==> src/hdl/cvc_pkg.sv <==
// Shared constants and register map of the Casson viscosity clamp.
// No dependencies; every other file of the block imports this package.
package cvc_pkg;

  localparam int DATA_WIDTH_DEF = 32;

  typedef enum logic [1:0] {
    REG_YIELD_STRESS      = 2'd0,
    REG_PLASTIC_VISCOSITY = 2'd1,
    REG_VISCOSITY_FLOOR   = 2'd2,
    REG_VISCOSITY_CEILING = 2'd3
  } reg_idx_t;

endpackage

==> src/hdl/cvc_sqrt.sv <==
// Pipelined digit-by-digit square root: floor(sqrt(x * 2^F)), one root bit per stage.
// Carries a valid bit and a one-bit tag along. Depends on cvc_pkg.
module cvc_sqrt
  import cvc_pkg::*;
#(
  parameter int W = DATA_WIDTH_DEF
) (
  input  logic                         clk,
  input  logic                         rst,
  input  logic                         en,
  input  logic                         in_valid,
  input  logic                         in_tag,
  input  logic [W-1:0]                 x,
  output logic                         out_valid,
  output logic                         out_tag,
  output logic [(W+W/2+1)/2-1:0]       root
);
  localparam int F  = W / 2;
  localparam int RW = (W + F + 1) / 2;

  logic [2*RW-1:0] xp  [0:RW];
  logic [RW-1:0]   rt  [0:RW];
  logic [RW+1:0]   rem [0:RW];
  logic            tg  [0:RW];
  logic            vld [0:RW];

  always_ff @(posedge clk) begin
    if (rst) begin
      vld[0] <= 1'b0;
    end else if (en) begin
      vld[0] <= in_valid;
    end
  end

  always_ff @(posedge clk) begin
    if (en) begin
      xp[0]  <= (2*RW)'({x, {F{1'b0}}});
      rt[0]  <= '0;
      rem[0] <= '0;
      tg[0]  <= in_tag;
    end
  end

  for (genvar k = 0; k < RW; k++) begin : g_stage
    localparam int P = RW - 1 - k;
    logic [RW+2:0] t;
    logic [RW+2:0] trial;
    logic          ge;
    assign t     = {rem[k][RW:0], xp[k][2*P+1:2*P]};
    assign trial = (RW+3)'({rt[k], 2'b01});
    assign ge    = t >= trial;

    always_ff @(posedge clk) begin
      if (rst) begin
        vld[k+1] <= 1'b0;
      end else if (en) begin
        vld[k+1] <= vld[k];
      end
    end

    always_ff @(posedge clk) begin
      if (en) begin
        rem[k+1] <= ge ? (RW+2)'(t - trial) : (RW+2)'(t);
        rt[k+1]  <= {rt[k][RW-2:0], ge};
        xp[k+1]  <= xp[k];
        tg[k+1]  <= tg[k];
      end
    end
  end

  assign out_valid = vld[RW];
  assign out_tag   = tg[RW];
  assign root      = rt[RW];

endmodule

==> config.mk <==
export PLATFORM = sky130hd
export DESIGN_NAME = cvc_sqrt
export DESIGN_NICKNAME = d
export VERILOG_FILES = /design/src/hdl/cvc_pkg.sv /design/src/hdl/cvc_sqrt.sv
export SDC_FILE = /design/constraint.sdc
export NUM_CORES = 2
export LEC_CHECK = 0
export BUFFER_PORTS_ARGS = -buffer_cell sky130_fd_sc_hd__buf_2
export CORE_ASPECT_RATIO = 2
export CORE_MARGIN = 10
export CORE_UTILIZATION = 50
export DETAILED_ROUTE_END_ITERATION = 10
export PLACE_DENSITY = 0.74
export SYNTH_ARGS = -nofsm -noshare
export SYNTH_HDL_FRONTEND = slang
export SYNTH_SLANG_ARGS = --single-unit
==> constraint.sdc <==
create_clock -name clk -period 4.9 [get_ports clk]
set_clock_uncertainty 0.2 [all_clocks]
set_input_delay 0.735 -clock clk [delete_from_list [all_inputs] [get_ports clk]]
set_output_delay 0.735 -clock clk [all_outputs]
set_load 0.01 [all_outputs]
# Yosys cells after proc, flatten, opt, wreduce, memory -nomap -nowiden
# Memories as Yosys holds them, arrays and structs flattened.
# Index checks and enable logic that the tools add are counted.
totals:
  mem_bits_rw: 2500
  out_inout_bits: 26
  mem_count: 5
  register_bits: 0
  input_bits: 37
  word_cells: 133
mem_list:
  columns: ["name", "words", "word_bits", "read_ports", "rd_ports_with_merged_regs", "wr", "line", "text"]
  rows:
  - ["xp", 25, 48, 24, 0, 25, "cvc_sqrt.sv:21", "logic [2*RW-1:0] xp [0:RW];"]
  - ["rem", 25, 26, 24, 0, 25, "cvc_sqrt.sv:23", "logic [RW+1:0] rem [0:RW];"]
  - ["rt", 25, 24, 25, 0, 25, "cvc_sqrt.sv:22", "logic [RW-1:0] rt [0:RW];"]
  - ["tg", 25, 1, 25, 0, 25, "cvc_sqrt.sv:24", "logic tg [0:RW];"]
  - ["vld", 25, 1, 25, 0, 25, "cvc_sqrt.sv:25", "logic vld [0:RW];"]
op_classes:
  order_cmp: 24
  n_mux: 55
  add_sub_neg: 24
  n_bitwise: 25
ops:
  columns: ["op", "n"]
  rows:
  - ["$ge A27 B26 Y1", 24]
  - ["$mux W26", 24]
  - ["$sub A26 B26 Y26", 24]
  - ["$mux W1", 31]
  - ["$or A1 B1 Y1", 25]

# Depth between registers and ports, before layout
depth:
  ltp_word: 4
  mapped_depth: 14
  depth_no_buf: 13

# Least setup slack after synthesis
# Ideal clock, no wire load.
synth_path:
  path_kind: "reg2reg"
  start: "memory rem[1][142] (netlist bit)"
  end: "memory rem[1][160] (netlist bit) (data pin)"
  required_time_ns: 4.440
  path_stages_with_launch: 10
  slack_ns: 1.626
  arrival_time_ns: 2.814
  n_path_buf: 1
  cell_sequence: "edfxtp_1 ha_1 nand2_1 nand2b_1 or3_1 or3_1 or4_1 a31oi_1 buf_2 mux2_2"
synth_rtl:
  columns: ["element", "line"]
  rows:
  - ["start: declaration", "cvc_sqrt.sv:23"]

==> metrics.txt <==
crit path launch type=flip-flop; syn nets=4798; Final min period=4190 ps; leakage=24.1 nW; vias in the first global route=35859; Layout area overhead=10.9%; port bufs=62; Root Buffer=clkbuf_16; fraction of synthesized cell area taken by the top area cell type=62.0%; WL/cell=18.6 um; yosys warns=0; drt total wl=115000 um; # IOs=63; critical path type=reg -> reg; Worst Setup End Kind=flip-flop; outcome=finished clean; total gr overflow=0; WHS=96.9 ps; Clk pin slew, worst setup/hold paths=70 ps; share of layout cells above drive strength 1=7.42%; Max FO, Critical Path=10; worst hold path type=in -> reg; clock sinks=1157; dpl hpwl=84600 um; Starting DRT DRC Count=1811; gr usage total=17.9%; Post-Syn Area per Cell=12.6 um^2; Die Wd=257 um; ANT nets after route=0; fmax=239 MHz; initial antenna violation count=1; gpl congestion=0.956; Bufs on Longest Clock Path=3; maximum vdd drop=343 uV; H-tree levels=3; MaxCap Viol Count=0; Die H=494 um; Starting Density=50.4%; CTS tree=done; Final Hold Fails=0; Setup violations, final=0; Pre-antenna DRT Iters=5; FP Rows=173; Placed Cells incl. Taps=5960; final worst slack=712 ps; async set-or-reset flop fraction in the synthesized netlist=0%; Top FF cell, synth=edfxtp_1; Max Slew Vio Count=0; synthesized flop and latch total=1157; Yosys cell types=78; sequential share of the synthesized area=62.0%; Synth Instances=4444; nets=4965; pwr/cell area=425 nW/um^2; Worst EP required=5160 ps; Post-Syn Area=56100 um^2; setup TNS=0 ps; Core Region=111000 um^2; Layout Cells excl Fill=6189; most frequent cell after synthesis=edfxtp_1; Die ar.=127000 um^2; biggest area consumer among synthesized cells=edfxtp_1; RSZ-0062 raised after global routing=false; worst-margin pin slew=1110 ps; first-pass GRT wire length=181000 um; Max-slew headroom=25.7%; Final period util=85.5%; most instantiated cells after synthesis=edfxtp_1, inv_1, ha_1, nand2_1, nor2_1; clk_lat worst skew=740 ps; Arr. time, crit path=4450 ps; EDFF count, synth=1157; cts repair resizes=0; drt drc=0; post-placement worst setup slack=711 ps; vias per cell=5.57; largest net degree at the start of global routing=172; Vias=34472; main area contributors after synthesis=edfxtp_1, ha_1, xnor2_1; Num CTS Buffers=103
==> sequential cells by signal, summed over array words and instances, names as in the netlist <==
| signal | count |
|---|---|
| tg | 25 |
| rt | 300 |
| vld | 25 |
| rem | 535 |
| xp | 272 |
==> worst max-delay path, cell delays in order (launching register included) <==
cell	delay, ps
edfxtp_1	630
inv_1	90
ha_1	360
nand3_1	150
o21bai_1	260
a31oi_1	700
and2_1	260
nor2_1	80
inv_1	290
nand3b_1	200
a311oi_1	530
xor2_1	140
==> kinds of logic (layout without fill, tap and decap cells) <==
group | Yosys count | after routing | synth area share [%]
AOI/OAI and AO/OA | 887 | 887 | 9.95
adders and majority gates | 317 | 317 | 7.17
other | 1 | 2 | 0.00669
DFF | 1157 | 1157 | 62.0
buffers and inverters | 477 | 734 | 3.24
muxes | 66 | 66 | 1.30
xor gates and xnor gates | 395 | 395 | 6.17
and+or+nand+nor | 1144 | 1144 | 10.2
==> routing by layer <==
layer  wire length [um]  global-route usage (%)  vias to the layer above
li1                   -                       -                    16669
met1              35000                    14.2                    16809
met2              68500                    37.7                      637
met3               3250                    2.40                      357
met4               8570                    13.4                        0
met5                  0                       0                        -
==> layout make-up <==
cell class	count	area, um^2
multi-input combinational	2810	19600
inverter	408	1530
fill	9064	49100
sequential	1157	34700
antenna	1	2.50
tap	1487	1860
clock buffer	120	2640
timing repair buffer	131	996
clock inverter	75	866
==> placed cells by master, fill, tap and decap left out, types with 63 or more instances in the layout <==
| master | n |
|---|---|
| a21o_1 | 96 |
| nand2_1 | 277 |
| o21a_1 | 69 |
| nor2_1 | 268 |
| xor2_1 | 195 |
| inv_1 | 407 |
| nand2b_1 | 65 |
| ha_1 | 310 |
| edfxtp_1 | 1157 |
| o21ai_0 | 234 |
| nor3_1 | 120 |
| clkbuf_16 | 103 |
| xnor2_1 | 200 |
| a21oi_1 | 242 |
| nor4_1 | 63 |
==> metrics by stage <==
step                      power (mW)  utilization [%]  cell area, um^2
after floorplan                 16.6                -            56100
after global placement          18.0             52.4            58400
after detailed placement        18.2             52.4            58400
after CTS                       26.6             55.9            62200
after global routing            27.7             55.9            62200
final                           26.5             55.9            62200
==> path summary, 6_finish.rpt <==
path,from,slack (ps),endpoint,cells after the start
worst min register to register,xp[13][18],200,xp[14][18],0
worst min-delay path,in_valid,100,vld[0][0],2
worst max register to register,rt[15][2],710,rem[2][24],11
worst max-delay path,rt[15][2],710,rem[2][24],11
==> power breakdown <==
group / total [mW] / leakage (nW) / switching [mW] / internal (mW)
clock: 8.40 / 1.69 / 3.74 / 4.66
sequential: 13.2 / 11.0 / 0.741 / 12.4
combinational: 4.89 / 11.4 / 2.79 / 2.10
total: 26.5 / 24.1 / 7.27 / 19.2
==> repair_timing <==
action | in CTS | in global routing
buffers inserted | 0 | 0
hold endpoints to repair | 33 | 0
hold buffers | 33 | 0
Power figures use the tool's default switching activity.
