$ cat src/hdl/cvc_pkg.sv
// Shared constants and register map of the Casson viscosity clamp.
// No dependencies; every other file of the block imports this package.
package cvc_pkg;

  localparam int DATA_WIDTH_DEF = 32;

  typedef enum logic [1:0] {
    REG_YIELD_STRESS      = 2'd0,
    REG_PLASTIC_VISCOSITY = 2'd1,
    REG_VISCOSITY_FLOOR   = 2'd2,
    REG_VISCOSITY_CEILING = 2'd3
  } reg_idx_t;

endpackage

$ cat src/hdl/cvc_square_clamp.sv
// Sum of the two roots, fixed-point square with saturation, and the floor/ceiling clamp.
// Four register stages, the last one being the output register. Depends on cvc_pkg.
module cvc_square_clamp
  import cvc_pkg::*;
#(
  parameter int W = DATA_WIDTH_DEF
) (
  input  logic                   clk,
  input  logic                   rst,
  input  logic                   en,
  input  logic                   in_valid,
  input  logic                   in_sat,
  input  logic [(W+W/2+1)/2-1:0] root_a,
  input  logic [(W+W/2+1)/2-1:0] root_b,
  input  logic [W-1:0]           floor_val,
  input  logic [W-1:0]           ceil_val,
  output logic                   out_valid,
  output logic [W-1:0]           nu,
  output logic                   out_sat
);
  localparam int F  = W / 2;
  localparam int RW = (W + F + 1) / 2;
  localparam int PW = 2 * RW + 2;

  logic [3:0]     vld;
  logic [RW:0]    s;
  logic [PW-1:0]  prod;
  logic [W-1:0]   capped;
  logic           sat_a, sat_b, sat_c;
  logic [PW-1:0]  shifted;
  logic           big;
  logic [W-1:0]   sq;

  assign shifted = prod >> F;
  assign big     = (shifted >> W) != '0;
  assign sq      = big ? '1 : W'(shifted);

  always_ff @(posedge clk) begin
    if (rst) begin
      vld <= '0;
    end else if (en) begin
      vld <= {vld[2:0], in_valid};
    end
  end

  always_ff @(posedge clk) begin
    if (en) begin
      s      <= (RW+1)'(root_a) + (RW+1)'(root_b);
      sat_a  <= in_sat;
      prod   <= PW'(s) * PW'(s);
      sat_b  <= sat_a;
      capped <= (sq > ceil_val) ? ceil_val : sq;
      sat_c  <= sat_b | big;
      nu     <= (capped < floor_val) ? floor_val : capped;
      out_sat <= sat_c;
    end
  end

  assign out_valid = vld[3];

endmodule

$ cat config.mk
export PLATFORM = sky130hd
export DESIGN_NAME = cvc_square_clamp
export DESIGN_NICKNAME = d
export VERILOG_FILES = /design/src/hdl/cvc_pkg.sv /design/src/hdl/cvc_square_clamp.sv
export SDC_FILE = /design/constraint.sdc
export NUM_CORES = 2
export LEC_CHECK = 0
export ABC_AREA = 1
export BUFFER_PORTS_ARGS = -buffer_cell sky130_fd_sc_hd__buf_2
export CORE_UTILIZATION = 57
export DETAILED_ROUTE_END_ITERATION = 12
export GPL_TIMING_DRIVEN = 0
export PLACE_DENSITY = 0.82
export SLEW_MARGIN = 30
export SYNTH_ARGS = -nofsm -noshare
export SYNTH_HDL_FRONTEND = slang
export SYNTH_SLANG_ARGS = --single-unit
$ cat constraint.sdc
create_clock -name clk -period 8.6 [get_ports clk]
set_clock_uncertainty 0.05 [all_clocks]
set_input_delay 1.29 -clock clk [delete_from_list [all_inputs] [get_ports clk]]
set_output_delay 1.29 -clock clk [all_outputs]
set_load 0.1 [all_outputs]
Word-level counts from Yosys, hierarchy flattened
Cells that the tools add are included.

cells by class
  order comparisons = 2
  reductions and logical operators = 1
  add/subtract/negate cells = 1
  $mul = 1
  muxes and demuxes = 3
  bitwise logic cells = 1

operators by type and width
  kind                                            number
  32-bit 2-to-1 mux                               3
  25-bit by 25-bit multiplier with 50-bit output  1
  50-bit nonzero test                             1
  32-bit greater-than comparator                  1
  32-bit < comparator                             1
  24-bit by 24-bit adder with 25-bit output       1
  1-bit bitwise OR                                1

storage, ports and cells
  bits in registers = 147
  output and inout port bits = 34

Longest topological paths before layout
  depth in word-level cells = 4
  gate-level depth with buffers = 30
  gate-level depth less buffers = 28

Least setup slack after synthesis
OpenSTA, ideal clock, no wires.

  path kind = reg2reg
  from = reg s[14]
  to = reg prod[38], data pin
  required time = 8298 ps
  path slack = 2516 ps
  stages on the path, launching flop included = 26
  data arrival time = 5782 ps
  setup time = 252 ps
  path through = edfxtp_1 > clkbuf_1 > clkbuf_1 > nand2_1 > fa_1 > inv_1 > fa_1 > inv_1 > fa_1 > inv_1 > fa_1 > inv_1 > fa_1 > inv_1 > fa_1 > fa_1 > ha_1 > nand2_1 > nor2_1 > nand2_1 > inv_1 > nand4_1 > nand3_1 > nand2_1 > nand3_1 > nand2_1

on the way
  longest elaborated chain between the ends = 1

RTL lines
  element                                         RTL line                RTL
  start, declared                                 cvc_square_clamp.sv:26  logic [RW:0] s;
  start signal, assigned                          cvc_square_clamp.sv:48  s <= (RW+1)'(root_a) + (RW+1)'(root_b);
  25-bit by 25-bit multiplier with 50-bit output  cvc_square_clamp.sv:50  prod <= PW'(s) * PW'(s);
  end signal, assigned                            cvc_square_clamp.sv:50
  end, declared                                   cvc_square_clamp.sv:27  logic [PW-1:0] prod;

Every way passes these cells.
A chain may end at the register's enable or synchronous reset.

Final worst setup path
  from = reg s[11]
  to = reg prod[41], data pin

The elaborated chain is that of the path after synthesis.

==> metrics <==
Synth Area per Inst=8.05 sq um; CTS buffer count=17; max-slew violations=0; Hold Fails Final Rpt=0; grt peak-use layer=met2; drt total wl=between 60000 and 70000 um; CP Cell Sequence=clkbuf_1 > clkbuf_1 > nand2_1 > fa_1 > inv_1 > fa_1 > inv_1 > fa_1 > fa_1 > inv_1 > fa_1 > fa_1 > inv_1 > fa_1 > inv_1 > ha_1 > nand2_1 > nor2_1 > nand2_1 > nor3_1 > nand4_1 > nand4_1 > nand2_1; cell count after placement=4104; worst flop-to-flop path endpoint=prod[41]; top-count cell post-synth=inv_1; Synth area leader=fa_1; post-synthesis sequential area ratio=0.145; post-route ant nets=0; pin count of the biggest net entering global routing=71; routed vias=21700; Rel. slew slack=0.260; number of global-route vias before repair=22700; min cycle time layout=7950 ps; fillers=just under 4000; global-route wire length before repair=~110000 um; Final #Nets=4373; clock root cell=clkbuf_16; Clk pin slew, worst setup/hold paths=about 60 ps; Worst-Margin Slew=between 1000 and 1500 ps; n_diodes=0; R2R Path Start=s[11]; count of final setup violators=0; CP dominant cell by count=fa_1; Synth top area share=0.346; syn nets=around 4200; layout cells sized above 1=0.0677; Worst setup SP type=register; Syn. warnings=0; Final Instance Count excl. Fillers=about 4100; area occupied by multi-input gates=between 15000 and 20000 sq um; R2R cell count=23; clock tree buffer depth=2; initial antenna violation count=0; Storage cell area=around 4000 sq um; synthesis-to-layout area growth=7.96%; WHS Path Cells=0; Async SR Flop Fraction=0; design area=about 29000 sq um; top post-synthesis cells by area=fa_1 35%, edfxtp_1 14%, inv_1 14%, ha_1 13%, nand2_1 11%; I/O pin count=151; met1 Resource Use GR=0.351; CP Max Fanout=10; cts hold-fix bufs=0; R2R setup slack=around 650 ps; Vias/cell=5.25; Netlist cell types=34; Clock H-tree levels=4; Die Height=around 220 um; CP Capture Type=register; post-synthesis register bit count=131; slowest CP cell=clkbuf_1; Critical Path RT=roughly 8800 ps; Max-Cap Viols=0; 1st-iter DRT viols=around 1300; fmax=126 MHz; GR Overflow Total=0; top cells by count, synth=992 x inv_1, 815 x nand2_1, 466 x fa_1; Hold Path End=out_sat; Hold Path Class=reg2reg; DIE WIDTH=about 220 um; I/O Buffers=150; 1st-pass router iterations=6; status=completed; min-delay src=sat_c; Synth Flop Type=edfxtp_1; worst skew pair latency=490 ps; Tcrit/Tclk final=0.924; Post-synth EDFFs=127; clock sink count=between 100 and 150; total die area=approximately 48000 sq um; final core utilization=0.625; M2 GR Usage=0.511; arrival time worst endpoint=between 8000 and 9000 ps; core area=46600 sq um; post-CTS sizing=0; CTS tree=built; Residual DRC=0; Mapped Area=around 27000 sq um; FP Rows=79; dpl cell area=around 28000 sq um; setup repair after global routing missed its margin=no; Synth Instances=3346; postcts setup bufs=0; WL/cell=approximately 17 um; M3 GR Usage=0.0873; Final GP Congestion=approximately 1.0; Crit Path Category=reg2reg; setup TNS=0 ps; GRT Overall Usage=0.309; max incr delay on CP=approximately 700 ps; Post-DP HPWL=around 58000 um; Initial Util=0.579
## per-stage QoR
| step | hold slack [ps] | setup WS [ps] |
|---|---|---|
| 2_1_floorplan | 350 | 2520 |
| 5_1_grt | 380 | 504 |
| 4_1_cts | 369 | 914 |
| 3_3_place_gp | 353 | 1010 |
| 3_5_place_dp | 355 | 974 |
| 6_report | 368 | 649 |
## layer usage
layer	wire length [um]	part of all wire
met4	4840	0.070
met2	32100	0.46
met1	25200	0.36
met3	7170	0.10
met5	0	0
## registers in the layout, summed over array words and instances, names as in the netlist
name / cells
nu: 32
sat_b: 1
capped: 32
out_sat: 1
s: 25
prod: 34
vld: 4
sat_c: 1
sat_a: 1
## cells in the final DEF, fill, tap and decap left out, types with 2 or more instances in the layout
cell type,n
inv_1,992
nand2_1,815
fa_1,466
ha_1,274
buf_2,159
a21oi_1,129
edfxtp_1,127
nand3_1,116
nor2_1,113
clkbuf_1,74
o21ai_0,55
xor2_1,33
or2_2,33
nand4_1,22
clkbuf_16,17
xnor2_1,15
nor3_1,14
a21o_1,12
o21bai_1,7
inv_6,7
o21a_1,6
nor4_1,5
buf_4,4
clkinvlp_4,4
dfxtp_1,4
o211ai_1,3
nand2_2,3
buf_6,3
nand3b_1,2
o21ai_1,2
nor2_2,2
bufinv_16,2
## worst max-delay path by stage
stage | startpoint | end | slack (ps) | cells after the start
global placement | s[20] | prod[41] | 1010 | 23
detailed placement | s[20] | prod[41] | 970 | 23
finish | s[11] | prod[41] | 650 | 23
floorplan | s[14] | prod[38] | 2520 | 25
global route | s[11] | prod[41] | 500 | 23
CTS | s[20] | prod[41] | 910 | 23
## worst max-delay path: cells and delay by family (launching register included)
family	cells	cell delay, ps
fa+ha+maj	8	4130
buf+inv	7	1640
simple gates	8	1530
flops	1	330
## cell families after synthesis
logic type      after synthesis  synth area share
buf+inv                    1082             0.153
compound gates              216            0.0429
xor+xnor                     48            0.0156
flops                       131             0.145
simple gates               1129             0.171
fa+ha+maj                   740             0.474
## cell type report
type | instances | share of cell area
clock inverters | 14 | 0.00576
multi-input cells | 2133 | 0.651
clock buffers | 18 | 0.0148
plain buffers | 90 | 0.0133
repair buffers | 151 | 0.0271
inverters | 992 | 0.128
flip-flops and latches | 131 | 0.134
well taps | 607 | 0.0261
Power is left out: the tool's default activity adds up to more than one toggle a clock period on the data nets, which glitch-free logic cannot reach.
