[src/hdl/cvc_pkg.sv]
// Shared constants and register map of the Casson viscosity clamp.
// No dependencies; every other file of the block imports this package.
package cvc_pkg;

  localparam int DATA_WIDTH_DEF = 32;

  typedef enum logic [1:0] {
    REG_YIELD_STRESS      = 2'd0,
    REG_PLASTIC_VISCOSITY = 2'd1,
    REG_VISCOSITY_FLOOR   = 2'd2,
    REG_VISCOSITY_CEILING = 2'd3
  } reg_idx_t;

endpackage

[src/hdl/cvc_div.sv]
// Pipelined restoring divider: floor(num * 2^F / max(den, 1)), one quotient bit per stage.
// Saturates to full scale with a flag. Depends on cvc_pkg.
module cvc_div
  import cvc_pkg::*;
#(
  parameter int W = DATA_WIDTH_DEF
) (
  input  logic         clk,
  input  logic         rst,
  input  logic         en,
  input  logic         in_valid,
  input  logic [W-1:0] num,
  input  logic [W-1:0] den,
  output logic         out_valid,
  output logic [W-1:0] quot,
  output logic         sat
);
  localparam int F = W / 2;
  localparam int L = W - F;

  logic [W-1:0] rem  [0:W];
  logic [W-1:0] q    [0:W];
  logic [W-1:0] dv   [0:W];
  logic [L-1:0] lo   [0:W];
  logic         st   [0:W];
  logic         vld  [0:W];

  logic [W-1:0] den_eff;
  assign den_eff = (den == '0) ? W'(1) : den;

  always_ff @(posedge clk) begin
    if (rst) begin
      vld[0] <= 1'b0;
    end else if (en) begin
      vld[0] <= in_valid;
    end
  end

  always_ff @(posedge clk) begin
    if (en) begin
      rem[0] <= W'(num >> L);
      q[0]   <= '0;
      dv[0]  <= den_eff;
      lo[0]  <= num[L-1:0];
      st[0]  <= W'(num >> L) >= den_eff;
    end
  end

  for (genvar i = 0; i < W; i++) begin : g_stage
    logic         nb;
    logic [W:0]   t;
    logic         ge;
    if (i < L) begin : g_bit
      assign nb = lo[i][L-1-i];
    end else begin : g_zero
      assign nb = 1'b0;
    end
    assign t  = {rem[i], nb};
    assign ge = t >= {1'b0, dv[i]};

    always_ff @(posedge clk) begin
      if (rst) begin
        vld[i+1] <= 1'b0;
      end else if (en) begin
        vld[i+1] <= vld[i];
      end
    end

    always_ff @(posedge clk) begin
      if (en) begin
        rem[i+1] <= ge ? W'(t - {1'b0, dv[i]}) : W'(t);
        q[i+1]   <= {q[i][W-2:0], ge};
        dv[i+1]  <= dv[i];
        lo[i+1]  <= lo[i];
        st[i+1]  <= st[i];
      end
    end
  end

  assign out_valid = vld[W];
  assign sat       = st[W];
  assign quot      = st[W] ? '1 : q[W];

endmodule

[config.mk]
export PLATFORM = sky130hd
export DESIGN_NAME = cvc_div
export DESIGN_NICKNAME = d
export VERILOG_FILES = /design/src/hdl/cvc_pkg.sv /design/src/hdl/cvc_div.sv
export SDC_FILE = /design/constraint.sdc
export NUM_CORES = 2
export LEC_CHECK = 0
export BUFFER_PORTS_ARGS = -buffer_cell sky130_fd_sc_hd__buf_2
export CAP_MARGIN = 25
export CELL_PAD_IN_SITES_DETAIL_PLACEMENT = 1
export CELL_PAD_IN_SITES_GLOBAL_PLACEMENT = 2
export CORE_MARGIN = 4
export CORE_UTILIZATION = 42
export CTS_BUF_LIST = sky130_fd_sc_hd__clkbuf_4 sky130_fd_sc_hd__clkbuf_8
export DETAILED_ROUTE_END_ITERATION = 8
export PLACE_DENSITY_LB_ADDON = 0.1
export SLEW_MARGIN = 20
export SYNTH_ARGS = -nofsm -noshare
export SYNTH_HDL_FRONTEND = slang
export SYNTH_SLANG_ARGS = --single-unit
[constraint.sdc]
create_clock -name clk -period 3.62 [get_ports clk]
set_input_delay 0.181 -clock clk [delete_from_list [all_inputs] [get_ports clk]]
set_output_delay 0.181 -clock clk [all_outputs]
set_load 0.01 [all_outputs]
---- Word level (Yosys, flattened, before mapping) ----
Memories as Yosys holds them, arrays and structs flattened.
Index checks and enable logic that the tools add are counted.
storage, ports and cells
  memories kept ........................... 6
  word-level logic and storage cells ...... 178
  bits of input ports ..................... 68
  register bits after elaboration ......... 0
  bits in writable memories ............... 3,762
operators by class
  $lt $le $gt $ge ......................... 33
  $add $sub $neg .......................... 32
  reduce and logical (&&, ||, !) cells .... 1
  multiplexer cells ....................... 73
  bitwise gates (word level) .............. 33
memories
  memory  words  bits a word  rd ports  clocked after memory_dff  write ports  line           text
  dv      33     32           32        0                         33           cvc_div.sv:23  logic [W-1:0] dv [0:W];
  q       33     32           33        0                         33           cvc_div.sv:22  logic [W-1:0] q [0:W];
  rem     33     32           32        0                         33           cvc_div.sv:21  logic [W-1:0] rem [0:W];
  lo      33     16           32        0                         33           cvc_div.sv:24  logic [L-1:0] lo [0:W];
  st      33     1            33        0                         33           cvc_div.sv:25  logic st [0:W];
  vld     33     1            33        0                         33           cvc_div.sv:26  logic vld [0:W];
operator list
  kind                                                            count
  32-bit two-way mux                                              34
  33-bit by 32-bit greater-or-equal comparator with 1-bit output  32
  32-bit subtractor                                               32
  1-bit two-way mux                                               39
  1-bit bitwise OR                                                33
  16-bit by 32-bit greater-or-equal comparator with 1-bit output  1
  32-bit logical NOT                                              1

---- Longest topological paths before layout ----
  word-level depth ........................ 4
  gate-level depth with buffers ........... 17

---- Worst setup path before layout ----
No wires, ideal clock.
  path kind ............................... flip-flop to flip-flop
  start point ............................. memory dv[0][513] (netlist name)
  end point ............................... memory rem[0][574] (netlist name) (data pin)
  cell stages (with the launch flop) ...... 15
  slack ................................... 0.206 ns
  data arrival time ....................... 3.154 ns
  data required time ...................... 3.360 ns
  cells stage by stage .................... edfxtp_1 -> inv_1 -> ha_1 -> nor2b_1 -> o211ai_1 -> a21oi_1 -> o41a_1 -> o21ai_1 -> a2111oi_1 -> o31a_1 -> nor2_1 -> o21ai_1 -> a41oi_2 -> buf_6 -> mux2_2
RTL lines
  element             line
  start: declaration  cvc_div.sv:23
  end: declaration    cvc_div.sv:21

==> impl_results.html <==
<table>
<tr><th>Metric</th><th>Value</th></tr>
<tr><th colspan="2">Routing</th></tr>
<tr><td>Post-DR wirelength/cell</td><td>22.4 um</td></tr>
<tr><td>Via count of the routed design</td><td>103000</td></tr>
<tr><td>Initial DRC Count</td><td>5998</td></tr>
<tr><td>Detail Route Antenna Nets</td><td>0</td></tr>
<tr><td>Via-to-Cell Ratio</td><td>5.35</td></tr>
<tr><td>Drc violations</td><td>0</td></tr>
<tr><td>1st-pass router iterations</td><td>7</td></tr>
<tr><td>Routed wire length</td><td>432 mm</td></tr>
<tr><th colspan="2">Critical path</th></tr>
<tr><td>Library cell contributing the largest single delay on the critical path</td><td>edfxtp_1</td></tr>
<tr><td>Cell Chain, Critical Path</td><td>inv_2 -&gt; ha_4 -&gt; nor2b_4 -&gt; o211ai_1 -&gt; a21oi_2 -&gt; o41a_1 -&gt; o21ai_1 -&gt; buf_4 -&gt; a2111oi_2 -&gt; o31a_1 -&gt; nor2_4 -&gt; o21ai_4 -&gt; a41oi_4 -&gt; buf_6 -&gt; buf_16 -&gt; mux2_2</td></tr>
<tr><td>Largest fanout on the critical path</td><td>8</td></tr>
<tr><td>Register-to-register setup slack</td><td>-170 ps</td></tr>
<tr><td>Required time at the worst-slack endpoint</td><td>4470 ps</td></tr>
<tr><td>Arrival @ worst endpoint</td><td>4640 ps</td></tr>
<tr><td>Path type of the worst setup path</td><td>reg -&gt; reg</td></tr>
<tr><td>Kind of end point of the critical path</td><td>flop</td></tr>
<tr><td>Largest stage delay on the critical path</td><td>410 ps</td></tr>
<tr><td>Worst Setup Start Kind</td><td>flop</td></tr>
<tr><th colspan="2">Synth</th></tr>
<tr><td>Number of instances in the synthesized netlist</td><td>12500</td></tr>
<tr><td>Yosys reg bits</td><td>2762</td></tr>
<tr><td>Number of synthesized flops with an enable pin</td><td>2762</td></tr>
<tr><td>Area fraction of the dominant cell type after synthesis</td><td>56.4%</td></tr>
<tr><td>Largest area contributor in the synthesized netlist</td><td>edfxtp_1</td></tr>
<tr><td>Dominant register cell in the synthesized netlist</td><td>edfxtp_1</td></tr>
<tr><td>Mean instance size in the synthesized netlist</td><td>11.8 um2</td></tr>
<tr><td>Number of warning messages in the yosys log</td><td>0</td></tr>
<tr><td>Number of nets in the synthesized netlist</td><td>13600</td></tr>
<tr><td>Seq/Total Area, Yosys</td><td>56.4%</td></tr>
<tr><td>Unique masters post-synth</td><td>111</td></tr>
<tr><td>Share of flip-flops with an asynchronous set or reset after synthesis</td><td>0%</td></tr>
<tr><td>Synthesized area</td><td>0.147 mm2</td></tr>
<tr><td>Top cells by area in the synthesized netlist</td><td>edfxtp_1 56%, ha_1 8.7%, inv_1 3.3%</td></tr>
<tr><th colspan="2">Layout</th></tr>
<tr><td>Post-route cell area</td><td>0.177 mm2</td></tr>
<tr><td>Number of nets in the layout</td><td>15400</td></tr>
<tr><td>Commonest non-fill, non-tap cell in the layout</td><td>edfxtp_1</td></tr>
<tr><td>Ratio of cells with drive above 1 in the final layout</td><td>20.6%</td></tr>
<tr><td>Final cell count without fillers</td><td>19300</td></tr>
<tr><td>Layout Area Growth over Synthesis</td><td>20.7%</td></tr>
<tr><td>Top library cells by usage in the layout, fill and taps aside</td><td>2762 x edfxtp_1, 1270 x inv_1, 1203 x buf_4, 983 x ha_1, 896 x a21oi_1</td></tr>
<tr><th colspan="2">Min path</th></tr>
<tr><td>Path category of the worst min-delay check</td><td>in -&gt; reg</td></tr>
<tr><th colspan="2">Placed design</th></tr>
<tr><td>Weighted congestion at the end of routability-driven global placement</td><td>0.897</td></tr>
<tr><td>Placed Cells</td><td>18000</td></tr>
<tr><td>DPL Wire Length</td><td>321 mm</td></tr>
<tr><td>Cell Area, Placed</td><td>0.162 mm2</td></tr>
<tr><td>Port-buffer cells</td><td>101</td></tr>
<tr><th colspan="2">Floorplan</th></tr>
<tr><td>Boundary Pins</td><td>102</td></tr>
<tr><td>Die height</td><td>600 um</td></tr>
<tr><td>Initial standard-cell utilization of the core</td><td>42.1%</td></tr>
<tr><td>Chip Width</td><td>600 um</td></tr>
<tr><td>Number of standard-cell rows in the floorplan</td><td>217</td></tr>
<tr><td>Total die area</td><td>0.360 mm2</td></tr>
<tr><td>Core ar.</td><td>0.349 mm2</td></tr>
<tr><th colspan="2">Power and ir drop</th></tr>
<tr><td>Ratio of total power to cell area</td><td>901 mW/mm2</td></tr>
<tr><td>Post-layout total power</td><td>160 mW</td></tr>
<tr><td>Static Leak</td><td>73.8 nW</td></tr>
<tr><td>Worst vdd ir</td><td>0.375 mV</td></tr>
<tr><th colspan="2">Timing</th></tr>
<tr><td>Final hold violation count</td><td>0</td></tr>
<tr><td>Period utilisation layout</td><td>105%</td></tr>
<tr><td>Unrepaired setup endpoints after global routing</td><td>yes</td></tr>
<tr><td>PnR worst setup slack</td><td>-165 ps</td></tr>
<tr><td>Max-slew violations</td><td>0</td></tr>
<tr><td>Shortest period the worst path allows</td><td>3790 ps</td></tr>
<tr><td>Setup skew after layout</td><td>73.6 ps</td></tr>
<tr><td>Actual slew at the worst max-slew pin</td><td>1190 ps</td></tr>
<tr><td>Max Clk Rate</td><td>264 MHz</td></tr>
<tr><td>Remaining max-slew budget at the tightest pin</td><td>20.2%</td></tr>
<tr><td>Total setup violations reported at the end of the flow</td><td>31</td></tr>
<tr><th colspan="2">Global routing</th></tr>
<tr><td>Vias in the first global route</td><td>110000</td></tr>
<tr><td>Global-route total usage across every layer</td><td>23.2%</td></tr>
<tr><td>Number of antenna violations at the first check in global routing</td><td>10</td></tr>
<tr><td>Maximum number of pins on one net before global-route repair</td><td>159</td></tr>
<tr><td>Global-route wire length before repair</td><td>651 mm</td></tr>
<tr><td>GRT Residual Overflow</td><td>0</td></tr>
<tr><th colspan="2">Clocking</th></tr>
<tr><td>TritonCTS clock tree</td><td>built</td></tr>
<tr><td>CTS buffer count</td><td>484</td></tr>
<tr><td>Clk sinks</td><td>2762</td></tr>
<tr><td>Max H-tree Level</td><td>5</td></tr>
<tr><td>Longest Clk Path Bufs</td><td>4</td></tr>
<tr><td>Post-CTS clock slew at the launch and capture registers of the worst setup and hold paths</td><td>60 ps</td></tr>
<tr><td>Root Driver</td><td>clkbuf_8</td></tr>
<tr><td>Worst-Skew Late Latency</td><td>1150 ps</td></tr>
<tr><th colspan="2">Job</th></tr>
<tr><td>Max-Cap Viols</td><td>0</td></tr>
<tr><th colspan="2">Status</th></tr>
<tr><td>Result of the run</td><td>complete, but fails checks</td></tr>
<tr><td>Failing checks</td><td>setup timing</td></tr>
</table>
-- path summary, 6_finish.rpt --
path                             start                     to  depth (start not counted)
setup reg to reg  dv[0][513]$_DFFE_PP_  rem[0][574]$_DFFE_PP_                         16
hold reg to reg     st[1][6]$_DFFE_PP_     st[1][7]$_DFFE_PP_                          0
hold / removal                 num[26]     st[0][0]$_DFFE_PP_                          5
setup / recovery  dv[0][513]$_DFFE_PP_  rem[0][574]$_DFFE_PP_                         16
-- synth_stat cells, types with 179 or more instances --
master	n
inv_1	1283
xor2_1	321
a21oi_1	960
edfxtp_1	2762
nor2_1	637
nand2_1	815
mux2_2	259
a21o_1	528
o21ai_0	715
ha_1	1024
xnor2_1	479
nand3_1	185
clkbuf_1	206
nor2b_1	179
-- critical path: cells and delay by family (launching register included) --
kind	cells	cell delay, ps
mux	1	340
compound gates	8	1690
fa+ha+maj	1	200
simple gates	2	280
buf+inv	4	580
flops	1	410
-- where the power goes --
| group | internal, mW | switching (mW) | total [mW] |
|---|---|---|---|
| Combinational | 36.8 | 42.3 | 79.0 |
| Sequential | 46.4 | 5.49 | 51.9 |
| Clock | 15.5 | 13.5 | 29.1 |
| Total | 98.6 | 61.3 | 160 |
-- flip-flops by register name, indices dropped and copies added (netlist names) --
register	cells
q	528
dv	1024
rem	1008
lo	136
st	33
vld	33
-- what timing repair did --
item	4_1_cts	5_1_grt
hold endpoints to repair	933	0
buffers inserted	54	120
hold buffers	133	0
pin swaps	63	193
resized for setup	230	432
gates cloned	11	21
endpoints found under the setup margin	554	736
-- through the flow --
step / setup slack (ps) / hold slack [ps] / util (%) / TNS (ps)
2_1_floorplan: 206 / 280 / - / 0
3_5_place_dp: -519 / 360 / 46.3 / -61230
3_3_place_gp: -529 / 360 / 46.3 / -36360
4_1_cts: -118 / 96.0 / 49.9 / -2970
6_report: -165 / 264 / 50.8 / -3260
5_1_grt: -225 / 156 / 50.8 / -11410
-- routing by layer --
layer	wire, um	GRT usage (%)	vias to the layer above
li1	-	-	49400
met3	12500	2.60	736
met5	41	0	-
met2	217000	41.1	1562
met4	16800	8.42	6
met1	185000	29.2	51400
-- layout make-up --
type | instances | area [um2]
clock inverters | 273 | 2010
multi-input cells | 8159 | 61000
well taps | 4599 | 5750
repair buffers | 1564 | 13300
clock buffers | 608 | 7600
inverters | 1289 | 4850
diodes | 10 | 25.0
flip-flops and latches | 2762 | 82900
fillers | 36500 | 172000
-- kinds of logic (layout without fill, tap and decap cells) --
| family | Yosys count | count (layout) | synth area share, % |
|---|---|---|---|
| XOR/XNOR | 800 | 800 | 4.76 |
| other | 0 | 10 | 0 |
| AO/OA/AOI/OAI | 3184 | 3184 | 13.5 |
| multiplexers | 419 | 419 | 3.19 |
| buffers and inverters | 1571 | 3734 | 4.09 |
| AND/OR/NAND/NOR | 2701 | 2701 | 8.89 |
| flip-flops | 2762 | 2762 | 56.4 |
| adder cells (fa/ha/maj) | 1055 | 1055 | 9.13 |
Power figures use the tool's default switching activity.
